==> src/rtl/core/pidc_pkg.sv <==
// Shared types, widths and codes for the three-mode PID controller.
package pidc_pkg;

  // Fraction bits of the Q-format gains
  localparam int unsigned GainFracBits = 8;
  // Number of past errors kept (older taps read as zero)
  localparam int unsigned HistDepth    = 5;
  // Storage slots for past errors, as used by the smoothed derivative
  localparam int unsigned HistSlots    = 5;
  // Extra scale of the smoothed derivative sum (divide by 16)
  localparam int unsigned SmoothShift  = 4;

  localparam int unsigned SampleW = 16;
  localparam int unsigned GainW   = 16;
  localparam int unsigned ErrW    = SampleW + 1;
  localparam int unsigned OpW     = ErrW + 4;
  localparam int unsigned ProdW   = GainW + OpW;
  localparam int unsigned AccW    = 48;
  localparam int unsigned SumW    = AccW + SmoothShift + 3;
  localparam int unsigned DriveW  = 32;
  localparam int unsigned ModeW   = 2;
  localparam int unsigned CfgIdxW = 2;
  localparam int unsigned CfgW    = 16;

  localparam int unsigned ShiftFine   = GainFracBits;
  localparam int unsigned ShiftSmooth = GainFracBits + SmoothShift;

  // Control modes; the unused code behaves as positional
  localparam logic [ModeW-1:0] ModePos    = 2'd0;
  localparam logic [ModeW-1:0] ModeSmooth = 2'd1;
  localparam logic [ModeW-1:0] ModeInc    = 2'd2;

  // Configuration register indexes
  localparam logic [CfgIdxW-1:0] RegMode  = 2'd0;
  localparam logic [CfgIdxW-1:0] RegGainP = 2'd1;
  localparam logic [CfgIdxW-1:0] RegGainI = 2'd2;
  localparam logic [CfgIdxW-1:0] RegGainD = 2'd3;

  // Configuration seen by the datapath
  typedef struct packed {
    logic [ModeW-1:0]        mode;
    logic signed [GainW-1:0] gain_p;
    logic signed [GainW-1:0] gain_i;
    logic signed [GainW-1:0] gain_d;
  } cfg_t;

  // Products of one transaction
  typedef struct packed {
    logic [ModeW-1:0]        mode;
    logic signed [ProdW-1:0] prod_p;
    logic signed [ProdW-1:0] prod_i;
    logic signed [ProdW-1:0] prod_d;
  } prod_t;

  // Terms left after the accumulator update
  typedef struct packed {
    logic [ModeW-1:0]        mode;
    logic signed [ProdW-1:0] prod_p;
    logic signed [ProdW-1:0] prod_d;
    logic signed [AccW-1:0]  acc;
  } acc_t;

  // Clamp a one-bit-wider sum into the signed accumulator range
  function automatic logic signed [AccW-1:0] sat_acc(input logic signed [AccW:0] v);
    logic signed [AccW-1:0] r;
    if (v[AccW] != v[AccW-1]) begin
      r = v[AccW] ? {1'b1, {(AccW-1){1'b0}}} : {1'b0, {(AccW-1){1'b1}}};
    end else begin
      r = v[AccW-1:0];
    end
    return r;
  endfunction

endpackage

==> src/rtl/core/pidc_front.sv <==
// Input register, error history and gain products.
module pidc_front (
  input  logic                                 clk_i,
  input  logic                                 rst_ni,
  input  pidc_pkg::cfg_t                       cfg_i,
  input  logic                                 in_valid_i,
  output logic                                 in_stall_o,
  input  logic [pidc_pkg::SampleW-1:0]         position_i,
  input  logic [pidc_pkg::SampleW-1:0]         setpoint_i,
  output logic                                 valid_o,
  input  logic                                 stall_i,
  output pidc_pkg::prod_t                      prod_o
);

  logic                               a_valid_q;
  logic [pidc_pkg::SampleW-1:0]       position_q;
  logic [pidc_pkg::SampleW-1:0]       setpoint_q;
  logic                               b_valid_q;
  pidc_pkg::prod_t                    prod_q;
  pidc_pkg::prod_t                    prod_d;
  logic signed [pidc_pkg::ErrW-1:0]   hist_q [pidc_pkg::HistSlots];
  logic signed [pidc_pkg::ErrW-1:0]   err;
  logic signed [pidc_pkg::OpW-1:0]    ex, e1x, e2x, e3x, e4x, e5x;
  logic signed [pidc_pkg::OpW-1:0]    diff1, diff2, taps;
  logic signed [pidc_pkg::OpW-1:0]    op_p, op_d;
  logic                               a_stall;
  logic                               b_stall;

  // Stall a stage only when it holds a transaction the next one cannot take
  assign b_stall    = b_valid_q & stall_i;
  assign a_stall    = a_valid_q & b_stall;
  assign in_stall_o = a_stall;
  assign valid_o    = b_valid_q;
  assign prod_o     = prod_q;

  // Form the error and the derivative operands
  always_comb begin
    err   = $signed({1'b0, setpoint_q}) - $signed({1'b0, position_q});
    ex    = pidc_pkg::OpW'(err);
    e1x   = pidc_pkg::OpW'(hist_q[0]);
    e2x   = pidc_pkg::OpW'(hist_q[1]);
    e3x   = pidc_pkg::OpW'(hist_q[2]);
    e4x   = pidc_pkg::OpW'(hist_q[3]);
    e5x   = pidc_pkg::OpW'(hist_q[4]);
    diff1 = ex - e1x;
    diff2 = ex - (e1x <<< 1) + e2x;
    taps  = ex + (e1x <<< 1) + e1x + (e2x <<< 1) - (e3x <<< 1) - (e4x <<< 1) - e4x - e5x;
  end

  // Pick the operands for the selected mode and multiply
  always_comb begin
    unique case (cfg_i.mode)
      pidc_pkg::ModeInc: begin
        op_p = diff1;
        op_d = diff2;
      end
      pidc_pkg::ModeSmooth: begin
        op_p = ex;
        op_d = taps;
      end
      default: begin
        op_p = ex;
        op_d = diff1;
      end
    endcase
    prod_d.mode   = cfg_i.mode;
    prod_d.prod_p = pidc_pkg::ProdW'($signed(cfg_i.gain_p) * op_p);
    prod_d.prod_i = pidc_pkg::ProdW'($signed(cfg_i.gain_i) * ex);
    prod_d.prod_d = pidc_pkg::ProdW'($signed(cfg_i.gain_d) * op_d);
  end

  // Advance the stage valid bits and the error history
  always_ff @(posedge clk_i or negedge rst_ni) begin
    if (!rst_ni) begin
      a_valid_q <= 1'b0;
      b_valid_q <= 1'b0;
      for (int k = 0; k < pidc_pkg::HistSlots; k++) begin
        hist_q[k] <= '0;
      end
    end else begin
      if (!a_stall) begin
        a_valid_q <= in_valid_i;
      end
      if (!b_stall) begin
        b_valid_q <= a_valid_q;
        if (a_valid_q) begin
          hist_q[0] <= err;
          for (int k = 1; k < pidc_pkg::HistSlots; k++) begin
            hist_q[k] <= (k < pidc_pkg::HistDepth) ? hist_q[k-1] : '0;
          end
        end
      end
    end
  end

  // Hold payloads while stalled
  always_ff @(posedge clk_i) begin
    if (in_valid_i && !a_stall) begin
      position_q <= position_i;
      setpoint_q <= setpoint_i;
    end
    if (a_valid_q && !b_stall) begin
      prod_q <= prod_d;
    end
  end

endmodule

==> src/rtl/core/pidc_accum.sv <==
// Integral and incremental accumulators with saturation.
module pidc_accum (
  input  logic             clk_i,
  input  logic             rst_ni,
  input  logic             valid_i,
  output logic             stall_o,
  input  pidc_pkg::prod_t  prod_i,
  output logic             valid_o,
  input  logic             stall_i,
  output pidc_pkg::acc_t   acc_o
);

  logic                              valid_q;
  pidc_pkg::acc_t                    acc_q;
  logic signed [pidc_pkg::AccW-1:0]  integral_q;
  logic signed [pidc_pkg::AccW-1:0]  total_q;
  logic signed [pidc_pkg::AccW:0]    int_sum;
  logic signed [pidc_pkg::AccW:0]    tot_sum;
  logic signed [pidc_pkg::AccW-1:0]  integral_d;
  logic signed [pidc_pkg::AccW-1:0]  total_d;
  logic                              is_inc;
  logic                              load;

  assign stall_o = valid_q & stall_i;
  assign load    = valid_i & ~stall_o;
  assign valid_o = valid_q;
  assign acc_o   = acc_q;
  assign is_inc  = (prod_i.mode == pidc_pkg::ModeInc);

  // Add this transaction's terms to each accumulator and clamp
  always_comb begin
    int_sum    = (pidc_pkg::AccW+1)'(integral_q)
               + (pidc_pkg::AccW+1)'($signed(prod_i.prod_i));
    tot_sum    = (pidc_pkg::AccW+1)'(total_q)
               + (pidc_pkg::AccW+1)'($signed(prod_i.prod_p))
               + (pidc_pkg::AccW+1)'($signed(prod_i.prod_i))
               + (pidc_pkg::AccW+1)'($signed(prod_i.prod_d));
    integral_d = pidc_pkg::sat_acc(int_sum);
    total_d    = pidc_pkg::sat_acc(tot_sum);
  end

  // Update only the accumulator that the mode uses
  always_ff @(posedge clk_i or negedge rst_ni) begin
    if (!rst_ni) begin
      valid_q    <= 1'b0;
      integral_q <= '0;
      total_q    <= '0;
    end else begin
      if (!stall_o) begin
        valid_q <= valid_i;
      end
      if (load) begin
        if (is_inc) begin
          total_q <= total_d;
        end else begin
          integral_q <= integral_d;
        end
      end
    end
  end

  // Pass the remaining terms on
  always_ff @(posedge clk_i) begin
    if (load) begin
      acc_q.mode   <= prod_i.mode;
      acc_q.prod_p <= prod_i.prod_p;
      acc_q.prod_d <= prod_i.prod_d;
      acc_q.acc    <= is_inc ? total_d : integral_d;
    end
  end

endmodule

==> src/rtl/core/pidc_out.sv <==
// Final sum, truncation toward zero, 32-bit saturation and result register.
module pidc_out (
  input  logic                                clk_i,
  input  logic                                rst_ni,
  input  logic                                valid_i,
  output logic                                stall_o,
  input  pidc_pkg::acc_t                      acc_i,
  output logic                                out_valid_o,
  input  logic                                out_stall_i,
  output logic signed [pidc_pkg::DriveW-1:0]  drive_o,
  output logic                                clipped_o
);

  localparam logic signed [pidc_pkg::SumW-1:0] BiasFine =
    pidc_pkg::SumW'((64'sd1 <<< pidc_pkg::ShiftFine) - 64'sd1);
  localparam logic signed [pidc_pkg::SumW-1:0] BiasSmooth =
    pidc_pkg::SumW'((64'sd1 <<< pidc_pkg::ShiftSmooth) - 64'sd1);

  logic                                 d_valid_q;
  logic signed [pidc_pkg::SumW-1:0]     sum_q;
  logic                                 smooth_q;
  logic                                 o_valid_q;
  logic signed [pidc_pkg::DriveW-1:0]   drive_q;
  logic                                 clipped_q;
  logic signed [pidc_pkg::SumW-1:0]     p_x, a_x, d_x;
  logic signed [pidc_pkg::SumW-1:0]     sum_d;
  logic signed [pidc_pkg::SumW-1:0]     bias;
  logic signed [pidc_pkg::SumW-1:0]     biased;
  logic signed [pidc_pkg::SumW-1:0]     quo;
  logic                                 in_range;
  logic signed [pidc_pkg::DriveW-1:0]   drive_d;
  logic                                 d_stall;
  logic                                 o_stall;

  assign o_stall     = o_valid_q & out_stall_i;
  assign d_stall     = d_valid_q & o_stall;
  assign stall_o     = d_stall;
  assign out_valid_o = o_valid_q;
  assign drive_o     = drive_q;
  assign clipped_o   = clipped_q;

  // Combine the terms at the scale of the selected mode
  always_comb begin
    p_x = pidc_pkg::SumW'($signed(acc_i.prod_p));
    a_x = pidc_pkg::SumW'($signed(acc_i.acc));
    d_x = pidc_pkg::SumW'($signed(acc_i.prod_d));
    unique case (acc_i.mode)
      pidc_pkg::ModeInc:    sum_d = a_x;
      pidc_pkg::ModeSmooth: sum_d = ((p_x + a_x) <<< pidc_pkg::SmoothShift) + d_x;
      default:              sum_d = p_x + a_x + d_x;
    endcase
  end

  // Drop the fraction toward zero and clamp to 32 bits
  always_comb begin
    if (sum_q[pidc_pkg::SumW-1]) begin
      bias = smooth_q ? BiasSmooth : BiasFine;
    end else begin
      bias = '0;
    end
    biased   = sum_q + bias;
    quo      = smooth_q ? (biased >>> pidc_pkg::ShiftSmooth)
                        : (biased >>> pidc_pkg::ShiftFine);
    in_range = (&quo[pidc_pkg::SumW-1:pidc_pkg::DriveW-1])
             | ~(|quo[pidc_pkg::SumW-1:pidc_pkg::DriveW-1]);
    if (in_range) begin
      drive_d = quo[pidc_pkg::DriveW-1:0];
    end else if (quo[pidc_pkg::SumW-1]) begin
      drive_d = {1'b1, {(pidc_pkg::DriveW-1){1'b0}}};
    end else begin
      drive_d = {1'b0, {(pidc_pkg::DriveW-1){1'b1}}};
    end
  end

  // Advance stage valid bits
  always_ff @(posedge clk_i or negedge rst_ni) begin
    if (!rst_ni) begin
      d_valid_q <= 1'b0;
      o_valid_q <= 1'b0;
    end else begin
      if (!d_stall) begin
        d_valid_q <= valid_i;
      end
      if (!o_stall) begin
        o_valid_q <= d_valid_q;
      end
    end
  end

  // Hold payloads while stalled
  always_ff @(posedge clk_i) begin
    if (valid_i && !d_stall) begin
      sum_q    <= sum_d;
      smooth_q <= (acc_i.mode == pidc_pkg::ModeSmooth);
    end
    if (d_valid_q && !o_stall) begin
      drive_q   <= drive_d;
      clipped_q <= ~in_range;
    end
  end

endmodule

==> src/rtl/core/pid_controller_three_mode.sv <==
// Three-mode PID controller: configuration registers and pipeline.
// Each transaction carries a position and a setpoint and yields one drive
// value with a saturation flag. The pipeline takes one transaction per
// clock while the output side does not stall. Registers hold in turn the
// input sample, gain products, accumulator result, final sum and drive. The
// rate is set by the accumulator stage, which adds and clamps the integral
// or incremental total. Mode 0 is positional PID, mode 1 positional with a
// six-tap smoothed derivative, mode 2 incremental; mode 3 acts as mode 0.
// Write configuration only while no transaction is in flight.
module pid_controller_three_mode (
  input  logic                                clk_i,
  input  logic                                rst_ni,
  input  logic                                cfg_we_i,
  input  logic [pidc_pkg::CfgIdxW-1:0]        cfg_index_i,
  input  logic [pidc_pkg::CfgW-1:0]           cfg_wdata_i,
  input  logic                                in_valid_i,
  output logic                                in_stall_o,
  input  logic [pidc_pkg::SampleW-1:0]        position_i,
  input  logic [pidc_pkg::SampleW-1:0]        setpoint_i,
  output logic                                out_valid_o,
  input  logic                                out_stall_i,
  output logic signed [pidc_pkg::DriveW-1:0]  drive_o,
  output logic                                clipped_o
);

  pidc_pkg::cfg_t   cfg_q;
  pidc_pkg::prod_t  prod;
  pidc_pkg::acc_t   acc;
  logic             prod_valid;
  logic             prod_stall;
  logic             acc_valid;
  logic             acc_stall;

  // Write configuration registers
  always_ff @(posedge clk_i or negedge rst_ni) begin
    if (!rst_ni) begin
      cfg_q <= '0;
    end else if (cfg_we_i) begin
      unique case (cfg_index_i)
        pidc_pkg::RegMode:  cfg_q.mode   <= cfg_wdata_i[pidc_pkg::ModeW-1:0];
        pidc_pkg::RegGainP: cfg_q.gain_p <= cfg_wdata_i;
        pidc_pkg::RegGainI: cfg_q.gain_i <= cfg_wdata_i;
        pidc_pkg::RegGainD: cfg_q.gain_d <= cfg_wdata_i;
        default: ;
      endcase
    end
  end

  pidc_front u_front (
    .clk_i      (clk_i),
    .rst_ni     (rst_ni),
    .cfg_i      (cfg_q),
    .in_valid_i (in_valid_i),
    .in_stall_o (in_stall_o),
    .position_i (position_i),
    .setpoint_i (setpoint_i),
    .valid_o    (prod_valid),
    .stall_i    (prod_stall),
    .prod_o     (prod)
  );

  pidc_accum u_accum (
    .clk_i   (clk_i),
    .rst_ni  (rst_ni),
    .valid_i (prod_valid),
    .stall_o (prod_stall),
    .prod_i  (prod),
    .valid_o (acc_valid),
    .stall_i (acc_stall),
    .acc_o   (acc)
  );

  pidc_out u_out (
    .clk_i       (clk_i),
    .rst_ni      (rst_ni),
    .valid_i     (acc_valid),
    .stall_o     (acc_stall),
    .acc_i       (acc),
    .out_valid_o (out_valid_o),
    .out_stall_i (out_stall_i),
    .drive_o     (drive_o),
    .clipped_o   (clipped_o)
  );

endmodule

==> config.mk <==
export PLATFORM = sky130hd
export DESIGN_NAME = pid_controller_three_mode
export DESIGN_NICKNAME = d
export VERILOG_FILES = /design/src/rtl/core/pidc_pkg.sv /design/src/rtl/core/pidc_front.sv /design/src/rtl/core/pidc_accum.sv /design/src/rtl/core/pidc_out.sv /design/src/rtl/core/pid_controller_three_mode.sv
export SDC_FILE = /design/constraint.sdc
export NUM_CORES = 2
export LEC_CHECK = 0
export BUFFER_PORTS_ARGS = -buffer_cell sky130_fd_sc_hd__buf_2
export CORE_AREA = 2 2 377 379
export CTS_BUF_LIST = sky130_fd_sc_hd__clkbuf_4
export DETAILED_ROUTE_END_ITERATION = 7
export DIE_AREA = 0 0 379 381
export PLACE_DENSITY = 0.71
export SYNTH_ARGS = -nofsm -noshare
export SYNTH_HDL_FRONTEND = slang
export SYNTH_SLANG_ARGS = --single-unit
==> constraint.sdc <==
create_clock -name clk_i -period 17.6 [get_ports clk_i]
set_input_delay 3.52 -clock clk_i [delete_from_list [all_inputs] [get_ports clk_i]]
set_output_delay 3.52 -clock clk_i [all_outputs]
set_load 0.01 [all_outputs]
Word-level counts from Yosys, hierarchy flattened
Cells that the tools add are included.
Widths: inputs -> output; s select.
{"block": "word_totals", "input_bits": 55, "regBits": 590, "word_cells": 105}
{"block": "op_classes", "n_eq_ne": 10, "n_reduce_logical": 18, "mux": 13, "addsub": 19, "n_mul": 3, "bitwise_logic": 12}
{"cell": "$mux 48", "n": 5}
{"cell": "$pmux 55 s2", "n": 1}
{"cell": "$mul 16x21->37", "n": 2}
{"cell": "$mux 32", "n": 2}
{"cell": "$add 55x55->55", "n": 1}
{"cell": "$mux 55", "n": 1}
{"cell": "$add 53x37->54", "n": 1}
{"cell": "$add 49x37->50", "n": 1}
{"cell": "$add 37x48->49", "n": 1}
{"cell": "$add 48x33->49", "n": 1}
{"cell": "$add 48x37->49", "n": 1}
{"cell": "$add 49x33->49", "n": 1}
{"cell": "$add 49x37->49", "n": 1}
{"cell": "$mux 46", "n": 1}
{"cell": "$pmux 21 s2", "n": 1}
{"cell": "$sub 21x17->21", "n": 2}
{"cell": "$sub 21x18->21", "n": 2}
{"cell": "$add 19x17->20", "n": 2}
{"cell": "$mul 16x17->33", "n": 1}
{"cell": "$reduce_and 24->1", "n": 1}
{"cell": "$reduce_or 24->1", "n": 1}
{"cell": "$add 21x18->21", "n": 1}
{"cell": "$mux 21", "n": 1}
{"cell": "$add 17x18->19", "n": 1}
{"cell": "other kinds (14)", "n": 42}

Logic depth before layout (Yosys ltp)
{"block": "depth", "depth_word": 10, "depth_mapped": 62, "depth_no_buf": 61}

By module
Synthesis repeated with hierarchy kept, for this count alone.
{"block": "hier_totals", "cells_unflattened": 8365, "area_unflattened_um2": 79191.0}
{"mod": "pidc_front", "area_per_inst_um2": 48018.6, "seq_area_each_um2": 6411.1, "cells_per_inst": 4962, "n_inst": 1}
{"mod": "pidc_accum", "area_per_inst_um2": 16404.5, "seq_area_each_um2": 6150.9, "cells_per_inst": 1765, "n_inst": 1}
{"mod": "pidc_out", "area_per_inst_um2": 12742.2, "seq_area_each_um2": 2692.6, "cells_per_inst": 1531, "n_inst": 1}
{"mod": "pid_controller_three_mode", "area_per_inst_um2": 2025.7, "seq_area_each_um2": 1251.2, "cells_per_inst": 107, "n_inst": 1}

Least setup slack after synthesis
OpenSTA, ideal clock, no wires.
{"block": "synth_path", "path_kind": "reg-to-reg", "startpoint": "register u_front.setpoint_q[0] in the netlist's numbering", "endpoint": "register u_front.prod_q (netlist bit u_front.prod_o[36]) (data pin)", "required_ps": 17341, "n_path_buf": 4, "arrival_time_ps": 13495, "synth_period_minus_slack_ps": 13754, "path_stages_with_launch": 57, "slack_ps": 3846, "setup_ps": 259, "cell_sequence": "edfxtp_1 -> inv_1 -> ha_1 -> inv_1 -> fa_1 -> xor2_1 -> clkbuf_1 -> inv_1 -> fa_1 -> inv_1 -> fa_1 -> a21o_1 -> a21oi_1 -> o21bai_1 -> a21oi_1 -> o21bai_1 -> a21oi_1 -> o211a_1 -> (+21 left out) -> fa_1 -> clkbuf_1 -> clkbuf_1 -> xor2_1 -> ha_1 -> fa_1 -> fa_1 -> inv_1 -> fa_1 -> inv_1 -> ha_1 -> a21oi_1 -> nand2_1 -> o221ai_1 -> nor2b_1 -> a2111oi_0 -> a21oi_1 -> xnor2_1"}
{"item": "start: declaration", "line_no": "pidc_front.sv:17", "source": "logic [pidc_pkg::SampleW-1:0] setpoint_q;"}
{"item": "start signal: assignment", "line_no": "pidc_front.sv:100", "source": "setpoint_q <= setpoint_i;"}
{"item": "end signal: assignment", "line_no": "pidc_front.sv:103", "source": "prod_q <= prod_d;"}
{"item": "end: declaration", "line_no": "pidc_front.sv:19", "source": "pidc_pkg::prod_t prod_q;"}

==> results by group <==
Outcome
  • Run status: finished, final reports clean

Die
  • Row cnt: 138
  • DIE AREA: 0.144 sq mm
  • Total core area: 0.141 sq mm
  • Die Ht: around 380 um
  • Initial Util: 54.7%
  • IO Pins: 90
  • Die Wd: ~380 um

Logic synthesis
  • Synth Area in Compound Gates: 12.9%
  • Synth warn: 0
  • Distinct cells, synth: 91
  • Synth area leader: fa_1
  • Post-synthesis sequential area ratio: 21.5%
  • FFs w/ async S/R, synth: about two fifths
  • Simple-Gate Fraction of Synth Area: 12.9%
  • Post-synthesis adder-cell area fraction: approximately 39%
  • Number of synthesized flops with an enable pin: 353
  • Top cells by instance count after synthesis: inv_1, fa_1, nand2_1
  • Syn nets: 9,802
  • Area contributors post-synth: fa_1, edfxtp_1, ha_1
  • Synthesis-stage register bit count: 589
  • Count leader, synth: inv_1
  • Post-synth top area share: 28.7%
  • Post-Synth XOR/XNOR Area: 5.05%
  • Avg Cell Area, Syn: approximately 9.6 sq um
  • Predominant post-synthesis flop cell: edfxtp_1
  • Post-synthesis mux area share: 1.48%
  • Post-synthesis instance total: 8,035
  • Largest family of logic cells by synthesized area: adder cells
  • Post-Syn Area: between 0.07 and 0.08 sq mm

Critical path
  • Worst Setup Start Kind: register
  • Worst r2r src: u_front.setpoint_q[0]
  • Crit end category: register
  • Slowest cell on crit path: fa_1
  • Reg2reg end: u_front.prod_o[36]
  • WP data arrival: 16.56 ns
  • Critical path required time: 18.45 ns
  • FF-to-FF path depth: 58
  • CP peak stage delay: 1.03 ns
  • CP Max Fanout: 24
  • R2R setup slack: roughly 1.9 ns
  • CP Class: register to register

Finish
  • Synth-to-Final Area Change: 6.18%
  • Nets@finish: 9,855
  • Util after Layout: 58.0%
  • Fin cells: 10,126
  • Layout cells sized above 1: under 10%

STA
  • Worst-margin pin slew: between 1 and 1.5 ns
  • Count of final hold-check violations: 0
  • Fmax: 63.7 MHz
  • # setup viols final: 0
  • Tcrit/Tclk final: 89.3%
  • Layout Skew: 0.125 ns
  • RSZ-0062 raised after global routing: false
  • Rel. slew slack: 15.8%
  • Hold Slack: 0.482 ns
  • Max-slew violations: 0
  • Total negative slack: 0 ns
  • Minimum clock period: ~16 ns

Placement
  • HPWL after detailed placement: around 170 mm
  • Port buffer count: 89
  • RD Place Congestion: 0.942
  • # placed instances: 9,808

Clock network
  • CTS buffer count: 168
  • Clock sinks: 589
  • Reg clk slew, reported paths: ~0.07 ns
  • H-tree levels: 4
  • Clock Path Buffers: 3
  • CTS tree: done
  • Clk_lat worst skew: 1.24 ns
  • Root buf cell: clkbuf_4
  • Buffer count from post-CTS setup fixing: 0
  • Post-CTS Hold Fix Bufs: 0
  • Post-CTS Resized: 0

Job
  • Max_cap viols: 0

Detailed routing
  • Drt drc: 0
  • Vias/cell: 5.78
  • DRC marker count from the first detailed-route iteration: 4,538
  • Overall via count from detail_route: 58,556
  • Average routed wire per standard cell: 20.6 um
  • Final ANT Viol Nets: 0
  • Final WL: 209 mm
  • Pre-antenna DRT Iters: 6

Worst hold path
  • Hold EP: u_front.e1x[3]
  • Hold Path Cell Cnt: 2
  • Min-delay worst type: register to register
  • Hold path start: u_front.e1x[3]

Global routing
  • Largest net degree at the start of global routing: 97
  • Global-route wire length before repair: 336 mm
  • Initial antenna violation count: 17
  • Vias in the first global route: 61,074
  • Gr usage total: between 20% and 30%
  • Gr ovfl total: 0
-- flip-flops by register name (all words and copies together) (netlist names), 32 cells and up --
signal              flops
u_accum.acc_o         124
u_front.prod_o        109
u_out.sum_q            54
cfg_q                  50
u_accum.integral_q     48
u_accum.total_q        48
u_out.drive_o          32
-- per-stage QoR --
step | area (sq um) | setup slack (ns)
2_1_floorplan | 76800 | 3.85
3_3_place_gp | 79300 | 2.42
4_1_cts | 81600 | 1.95
6_report | 81600 | 1.89
3_5_place_dp | 79300 | 2.13
5_1_grt | 81600 | 0.716
-- per-layer routing --
metal  up-vias  GRT usage, %  share of wire, %
met5         -             0             0.061
met4        20          12.4               4.5
met3       529          6.15               8.2
met2      2228          47.0                46
met1     29167          40.2                42
li1      26612             -                 -
-- placed cells by master, fill, tap and decap left out, types with 92 or more instances in the layout --
cell / n
dfrtp_1: 236
nand2_1: 896
clkbuf_4: 230
xor2_1: 167
xnor2_1: 265
a21oi_1: 456
ha_1: 610
a21o_1: 210
nand3_1: 92
inv_1: 1225
and2_1: 368
nor2_1: 309
fa_1: 1101
o21ai_0: 348
edfxtp_1: 353
-- worst max-delay path: cells and delay by family (launching register included) --
kind	cells	cell delay, ns
buffers and inverters	11	1.13
adders and majority gates	15	6.92
xor gates and xnor gates	5	1.16
DFF	1	0.37
AOI/OAI and AO/OA	16	4.46
and+or+nand+nor	11	1.27
-- logic make-up after synthesis --
kind of cell             count (synthesis)
AO/OA/AOI/OAI                         1575
XOR/XNOR                               443
adder cells (fa/ha/maj)               1715
buffers and inverters                 1522
flip-flops                             589
multiplexers                           102
AND/OR/NAND/NOR                       2089
-- how the worst max path moves through the flow --
stage                           from            endpoint  cells past startpoint
4_1_cts        u_front.setpoint_q[0]  u_front.prod_o[36]                     58
6_report       u_front.setpoint_q[0]  u_front.prod_o[36]                     58
3_3_place_gp   u_front.setpoint_q[0]  u_front.prod_o[36]                     58
2_1_floorplan  u_front.setpoint_q[0]  u_front.prod_o[36]                     56
3_5_place_dp   u_front.setpoint_q[0]  u_front.prod_o[36]                     58
5_1_grt        u_front.setpoint_q[0]  u_front.prod_o[36]                     58
-- final cells by class --
class	instances	area (sq um)
fillers	12344	59000
multi-input cells	5924	54700
flip-flops and latches	589	16500
inverters	1228	4620
well taps	1890	2360
clock buffers	230	1730
repair buffers	177	1120
clock inverters	76	485
diodes	12	30.0
Power is not shown: default switching activity piles up to over one toggle a cycle in this logic, so the estimate is an artifact.
